**src/arp_pkg.sv**
```systemverilog
// Shared types, character codes and matcher step functions for the AT response receiver.
// No dependencies; imported by the top level and the checker.
`timescale 1ns / 1ps

package arp_pkg;

    typedef enum logic [1:0] {
        OP_BYTE  = 2'd0,
        OP_IDLE  = 2'd1,
        OP_CLEAR = 2'd2,
        OP_READ  = 2'd3
    } op_t;

    localparam logic [7:0] CH_O  = 8'h4F;
    localparam logic [7:0] CH_K  = 8'h4B;
    localparam logic [7:0] CH_E  = 8'h45;
    localparam logic [7:0] CH_R  = 8'h52;
    localparam logic [7:0] CH_CR = 8'h0D;
    localparam logic [7:0] CH_LF = 8'h0A;

    localparam int OK_LEN  = 4;
    localparam int ERR_LEN = 7;

    localparam logic [7:0] OK_PATTERN [OK_LEN] = '{CH_O, CH_K, CH_CR, CH_LF};
    localparam logic [7:0] ERR_PATTERN [ERR_LEN] =
        '{CH_E, CH_R, CH_R, CH_O, CH_R, CH_CR, CH_LF};

    typedef struct packed {
        logic       hit;
        logic [1:0] next_state;
    } ok_step_t;

    typedef struct packed {
        logic       hit;
        logic [2:0] next_state;
    } err_step_t;

    // A wrong byte sends the matcher home; it is not retried as a new start.
    function automatic ok_step_t ok_advance(input logic [1:0] s, input logic [7:0] b);
        ok_step_t r;
        r.hit        = 1'b0;
        r.next_state = 2'd0;
        if (s == 2'(OK_LEN - 1))
        begin
            r.hit = (OK_PATTERN[s] == b);
        end
        else if (OK_PATTERN[s] == b)
        begin
            r.next_state = s + 2'd1;
        end
        return r;
    endfunction

    function automatic err_step_t err_advance(input logic [2:0] s, input logic [7:0] b);
        err_step_t r;
        r.hit        = 1'b0;
        r.next_state = 3'd0;
        priority if (s >= 3'(ERR_LEN))
        begin
            r.next_state = 3'd0;
        end
        else if (s == 3'(ERR_LEN - 1))
        begin
            r.hit = (ERR_PATTERN[s] == b);
        end
        else if (ERR_PATTERN[s] == b)
        begin
            r.next_state = s + 3'd1;
        end
        return r;
    endfunction

endpackage

```
**src/arp_line_store.sv**
```systemverilog
// Line store: single write port, one registered read port.
// Depends on nothing but its parameters.
`timescale 1ns / 1ps

module arp_line_store #(
    parameter int DEPTH  = 512,
    parameter int ADDR_W = 9
) (
    input  logic              clk,
    input  logic              wr_en,
    input  logic [ADDR_W-1:0] wr_addr,
    input  logic [7:0]        wr_data,
    input  logic              rd_en,
    input  logic [ADDR_W-1:0] rd_addr,
    output logic [7:0]        rd_data
);

    logic [7:0] mem [DEPTH];
    logic [7:0] rd_data_reg;

    always_ff @(posedge clk)
    begin
        if (wr_en)
        begin
            mem[wr_addr] <= wr_data;
        end
    end

    always_ff @(posedge clk)
    begin
        if (rd_en)
        begin
            rd_data_reg <= mem[rd_addr];
        end
    end

    assign rd_data = rd_data_reg;

endmodule

```
**src/at_response_receiver.sv**
```systemverilog
// AT response receiver top level: matchers, flags, fill index and result register.
// Depends on arp_pkg and arp_line_store.
`timescale 1ns / 1ps

// Channel | Signals                                          | Direction
// --------+--------------------------------------------------+----------
// input   | in_valid, in_stall, operation, rx_byte, overrun, | in
//         | read_address                                     |
// result  | out_valid, out_stall, ok_seen, error_seen,       | out
//         | response_ready, unsolicited_ready, receive_error,|
//         | fill_count, read_data                            |
//
// One item per cycle while in_stall is low: each accepted item updates state and
// loads the result register at the same edge; its result shows in the next cycle.
// The line store read is the only registered memory access and sets that latency.
// Reset clears flags, matchers, fill index and result valid; the store is not cleared.
// A stalled result holds, and the input is stalled only while a result waits and
// out_stall is high, so the block keeps full rate whenever the sink takes results.

module at_response_receiver #(
    parameter int BUFFER_DEPTH = 512
) (
    input  logic       clk,
    input  logic       rst_n,

    input  logic       in_valid,
    output logic       in_stall,
    input  logic [1:0] operation,
    input  logic [7:0] rx_byte,
    input  logic       overrun,
    input  logic [8:0] read_address,

    output logic       out_valid,
    input  logic       out_stall,
    output logic       ok_seen,
    output logic       error_seen,
    output logic       response_ready,
    output logic       unsolicited_ready,
    output logic       receive_error,
    output logic [9:0] fill_count,
    output logic [7:0] read_data
);

    import arp_pkg::*;

    localparam int ADDR_W = $clog2(BUFFER_DEPTH);
    localparam int CNT_W  = $clog2(BUFFER_DEPTH + 1);
    localparam int CMP_W  = (CNT_W > 9) ? CNT_W : 9;

    // State; the flags double as the result fields since they only move on accept.
    logic [1:0]       ok_state_reg,  ok_state_next;
    logic [2:0]       err_state_reg, err_state_next;
    logic             ok_flag_reg,   ok_flag_next;
    logic             err_flag_reg,  err_flag_next;
    logic             resp_flag_reg, resp_flag_next;
    logic             unsol_flag_reg, unsol_flag_next;
    logic             ovf_flag_reg,  ovf_flag_next;
    logic [CNT_W-1:0] wr_index_reg,  wr_index_next;

    // Result-only registers.
    logic             out_valid_reg, out_valid_next;
    logic             rx_err_reg,    rx_err_next;
    logic             rd_hit_reg,    rd_hit_next;

    logic             accept;
    op_t              op;
    ok_step_t         ok_step;
    err_step_t        err_step;
    logic             store_full;
    logic             wr_en;
    logic             rd_en;
    logic [CMP_W-1:0] addr_ext;
    logic [CMP_W-1:0] index_ext;
    logic [7:0]       rd_data;

    // Stall the source only while a finished result is held by the sink.
    assign in_stall = out_valid_reg && out_stall;
    assign accept   = in_valid && !in_stall;
    assign op       = op_t'(operation);

    assign ok_step    = ok_advance(ok_state_reg, rx_byte);
    assign err_step   = err_advance(err_state_reg, rx_byte);
    assign store_full = (wr_index_reg == CNT_W'(BUFFER_DEPTH));
    assign addr_ext   = CMP_W'(read_address);
    assign index_ext  = CMP_W'(wr_index_reg);

    always_comb
    begin
        ok_state_next   = ok_state_reg;
        err_state_next  = err_state_reg;
        ok_flag_next    = ok_flag_reg;
        err_flag_next   = err_flag_reg;
        resp_flag_next  = resp_flag_reg;
        unsol_flag_next = unsol_flag_reg;
        ovf_flag_next   = ovf_flag_reg;
        wr_index_next   = wr_index_reg;
        rx_err_next     = ovf_flag_reg;
        rd_hit_next     = 1'b0;
        wr_en           = 1'b0;
        rd_en           = 1'b0;

        unique case (op)
            OP_BYTE:
            begin
                // Advance both matchers even when the byte is dropped.
                ok_state_next  = ok_step.next_state;
                err_state_next = err_step.next_state;
                if (ok_step.hit)
                begin
                    ok_flag_next = 1'b1;
                end
                if (err_step.hit)
                begin
                    err_flag_next = 1'b1;
                end
                if (store_full)
                begin
                    ovf_flag_next = 1'b1;
                end
                else
                begin
                    wr_en         = accept;
                    wr_index_next = wr_index_reg + CNT_W'(1);
                end
                rx_err_next = ovf_flag_next;
            end
            OP_IDLE:
            begin
                // Report pending overflow or UART overrun, then drop the overflow.
                resp_flag_next  = 1'b1;
                unsol_flag_next = 1'b1;
                rx_err_next     = ovf_flag_reg || overrun;
                ovf_flag_next   = 1'b0;
            end
            OP_CLEAR:
            begin
                // Matcher states are kept across a clear.
                wr_index_next   = '0;
                ok_flag_next    = 1'b0;
                err_flag_next   = 1'b0;
                resp_flag_next  = 1'b0;
                unsol_flag_next = 1'b0;
                ovf_flag_next   = 1'b0;
                rx_err_next     = 1'b0;
            end
            OP_READ:
            begin
                // Positions at or past the fill index read as zero.
                rd_en       = accept;
                rd_hit_next = (addr_ext < index_ext);
            end
            default:
            begin
                rx_err_next = ovf_flag_reg;
            end
        endcase

        if (accept)
        begin
            out_valid_next = 1'b1;
        end
        else if (!out_stall)
        begin
            out_valid_next = 1'b0;
        end
        else
        begin
            out_valid_next = out_valid_reg;
        end
    end

    always_ff @(posedge clk or negedge rst_n)
    begin
        if (!rst_n)
        begin
            ok_state_reg   <= '0;
            err_state_reg  <= '0;
            ok_flag_reg    <= 1'b0;
            err_flag_reg   <= 1'b0;
            resp_flag_reg  <= 1'b0;
            unsol_flag_reg <= 1'b0;
            ovf_flag_reg   <= 1'b0;
            wr_index_reg   <= '0;
            out_valid_reg  <= 1'b0;
            rx_err_reg     <= 1'b0;
            rd_hit_reg     <= 1'b0;
        end
        else
        begin
            out_valid_reg <= out_valid_next;
            if (accept)
            begin
                ok_state_reg   <= ok_state_next;
                err_state_reg  <= err_state_next;
                ok_flag_reg    <= ok_flag_next;
                err_flag_reg   <= err_flag_next;
                resp_flag_reg  <= resp_flag_next;
                unsol_flag_reg <= unsol_flag_next;
                ovf_flag_reg   <= ovf_flag_next;
                wr_index_reg   <= wr_index_next;
                rx_err_reg     <= rx_err_next;
                rd_hit_reg     <= rd_hit_next;
            end
        end
    end

    arp_line_store #(
        .DEPTH  (BUFFER_DEPTH),
        .ADDR_W (ADDR_W)
    ) u_store (
        .clk     (clk),
        .wr_en   (wr_en),
        .wr_addr (wr_index_reg[ADDR_W-1:0]),
        .wr_data (rx_byte),
        .rd_en   (rd_en),
        .rd_addr (addr_ext[ADDR_W-1:0]),
        .rd_data (rd_data)
    );

    assign out_valid         = out_valid_reg;
    assign ok_seen           = ok_flag_reg;
    assign error_seen        = err_flag_reg;
    assign response_ready    = resp_flag_reg;
    assign unsolicited_ready = unsol_flag_reg;
    assign receive_error     = rx_err_reg;
    // Fit the fill index to the 10-bit field; it truncates for store depths above 1023.
    assign fill_count        = 10'(wr_index_reg);
    assign read_data         = rd_hit_reg ? rd_data : 8'd0;

endmodule

```
**config.mk**
```make
export PLATFORM = sky130hd
export DESIGN_NAME = at_response_receiver
export DESIGN_NICKNAME = d
export VERILOG_FILES = /design/src/arp_pkg.sv /design/src/arp_line_store.sv /design/src/at_response_receiver.sv
export SDC_FILE = /design/constraint.sdc
export NUM_CORES = 2
export LEC_CHECK = 0
export BUFFER_PORTS_ARGS = -buffer_cell sky130_fd_sc_hd__buf_2
export CORE_MARGIN = 10
export CORE_UTILIZATION = 25
export DETAILED_ROUTE_END_ITERATION = 8
export PLACE_DENSITY_LB_ADDON = 0.3
export SETUP_SLACK_MARGIN = 0.02
export SLEW_MARGIN = 20
export SYNTH_ARGS = -nofsm -noshare
export SYNTH_HDL_FRONTEND = slang
export SYNTH_SLANG_ARGS = --single-unit
```
**constraint.sdc**
```tcl
create_clock -name clk -period 5.95 [get_ports clk]
set_clock_uncertainty 0.05 [all_clocks]
set_input_delay 0.2975 -clock clk [delete_from_list [all_inputs] [get_ports clk]]
set_output_delay 0.2975 -clock clk [all_outputs]
set_load 0.05 [all_outputs]
```
==> results.cfg <==
[global_route]
grt_max_degree = 195
antenna_found_initial = 23
gr-total-overflow = 0
grt_pass1_vias = 80120
grt_pass1_wl_mm = 627.3
grtUsageTotal_pct = 12.64

[timing]
setup_tns_ns = 0
slew_headroom_pct = 15.55
period_needed_ns = 4.695
fin_ws_ns = 1.255
rsz0062_at_grt = false
worstMarginPinSlew_ns = 1.267
finalSetupViolations = 0
slew_viol_final = 0
fin_crit_sh_pct = 78.90
final_hold_viol_count = 0
max_freq_mhz = 213.0

[worst_setup_path]
r2r-start = fill_count[6]
worst_r2r_endpoint = u_store.mem[100][5]
crit_type = reg2reg
crit_arrival_ns = 5.22
cp_max_fo = 19
end_kind = register
startpoint_type = register
r2r_cells = 9
rrSetupSlack_ns = 1.26
required_ns = 6.48

[place]
port-buffer-count = 48
placed_cell_area_mm2 = 0.1717
hpwl_mm = 273.2
dp_worst_setup_slack_ns = 0.9615
gp_congestion = 0.8081

[synthesis]
netlist_area_mm2 = 0.1607
synth_top_area_share_pct = 76.70
synth.distinct_cells = 56
synth-async-reset-ratio_pct = 0.5332
avgSynthCellArea_um2 = 21.51
ys_warn_count = 0
seq_area_frac_synth_pct = 77.04
ys_ff_latch = 4126
syn_nets = 7521
synth_ff_type = edfxtp_1
yosysTopAreaCell = edfxtp_1
synth_edf_count = 4104
synth_cells = 7471
synthTopCellsByArea = edfxtp_1 77%, mux4_2 14%, nor2_1 1.7%

[floorplan]
fp.dieW_um = 821.7
start_util_pct = 25.08
dieArea_mm2 = 0.6752
core_mm2 = 0.6408
row_count = 294
die_h_um = 821.7
ios = 49

[power_and_ir_drop]
power.density_mw_per_mm2 = 333.8
leakage_nw = 55.99
max-vdd-ir-drop_mv = 0.2338
p_total_mw = 62.13

[detailed_routing]
first_iter_violations = 8218
ant_nets = 0
drcViolationCount = 0
via_per_inst = 4.638
via_count = 77510
post_drt_wl_per_cell_um = 26.64
wirelength_mm = 445.1
first_pass_iters = 7

[layout]
final_common_cell = edfxtp_1
area_growth_pct = 15.85
mostFrequentLayoutCells = 4104 x edfxtp_1, 1024 x mux4_2, 716 x nor2_1, 434 x clkbuf_16, 218 x mux2i_1
largest_reg_flops = 4096
drive_above_1_share_pct = 25.65
final_nets = 7816
fillers = 62380
final_area_mm2 = 0.1861

[run_status]
status = completed

[clock_network]
cts.sinks = 4126
post_cts_resize_count = 0
ctsHoldBuffers = 24
cts_tree = built
cts_buffers = 425
clock_latency_ns = 0.96
root_buffer = clkbuf_16
clockBufferDepth = 4
h-tree-depth = 5
path_clk_slew_ns = 0.06
postCtsSetupRepairBufs = 0

[job]
max_cap_violations = 0

[min_path]
hold_path_end = ok_seen
hold_path_depth = 4
hold_class = in2reg
hp-start = operation[0]
[through the flow]
step	instances	hold slack (ns)	utilization, %
floorplan	7471	-0.04809	-
global placement	15890	0.2943	26.78
detailed placement	15900	0.3010	26.80
CTS	16700	0.008569	29.04
global route	16710	0.07952	29.05
finish	16710	0.1130	29.05
[cell usage after synthesis, types with 39 or more instances]
master	n
nor2_1	728
o221ai_1	59
mux2_2	91
buf_4	100
o21ai_0	147
clkbuf_1	139
o21ai_1	42
a221oi_1	43
edfxtp_1	4104
mux2i_1	218
buf_2	118
a21oi_1	102
mux4_2	1024
nand3_1	39
nand2_1	96
o22ai_1	94
buf_6	64
[cell families (layout without fill, tap and decap cells)]
kind of cell             after synthesis  in the layout  synth area share [%]
other                                  0              7                     0
multiplexers                        1333           1333                 16.35
buffers and inverters                458           1107                 1.736
AO/OA/AOI/OAI                        562            562                 2.208
XOR/XNOR                              15             15               0.08176
flip-flops                          4126           4126                 77.04
adder cells (fa/ha/maj)               26             26                0.2025
AND/OR/NAND/NOR                      951            951                 2.384
[final cells by class]
| cell class | instances | area (µm²) | area share (%) |
|---|---|---|---|
| clock buffer | 513 | 11210 | 6.021 |
| inverter | 18 | 67.56 | 0.03630 |
| multi-input combinational | 2887 | 34420 | 18.49 |
| tap | 8584 | 10740 | 5.770 |
| sequential | 4126 | 123800 | 66.50 |
| timing repair buffer | 308 | 3022 | 1.623 |
| clock inverter | 268 | 2883 | 1.549 |
| antenna | 7 | 17.52 | 0.009410 |
[worst max-delay path by stage]
stage                          from  slack (ns)                  end
global route          fill_count[6]        1.14   u_store.mem[36][5]
finish                fill_count[6]        1.26  u_store.mem[100][5]
detailed placement  read_address[0]        0.96   u_store.rd_data[3]
CTS                   fill_count[6]        1.24  u_store.mem[100][5]
floorplan             fill_count[0]        2.84  u_store.mem[104][0]
global placement    read_address[0]        0.98   u_store.rd_data[3]
[per-layer routing]
metal	vias to the layer above	routed length (µm)	part of all wire, %	GRT usage, %
met1	42370	191000	43	17.16
met5	-	34	0.0076	0
met2	2728	217300	49	21.17
met4	6	12180	2.7	3.427
li1	31820	-	-	-
met3	587	24630	5.5	1.825
[power by group]
| part | total, mW | leakage, nW | internal (mW) | switching, mW |
|---|---|---|---|---|
| logic | 3.19 | 12.0 | 1.03 | 2.16 |
| clock network | 26.9 | 6.84 | 15.6 | 11.3 |
| registers | 32.0 | 37.2 | 32.0 | 0.0296 |
| total | 62.1 | 56.0 | 48.6 | 13.5 |
[critical path: stages (launching register included)]
cell     delay, ns
dfrtp_1       0.51
nor3_1        0.11
buf_4         0.17
nand2_1       0.07
buf_4         0.38
nor2_1        0.26
nor2_4        0.82
nand3_4       0.76
buf_4         0.49
nor2_1        0.62
Power figures use the tool's default switching activity.
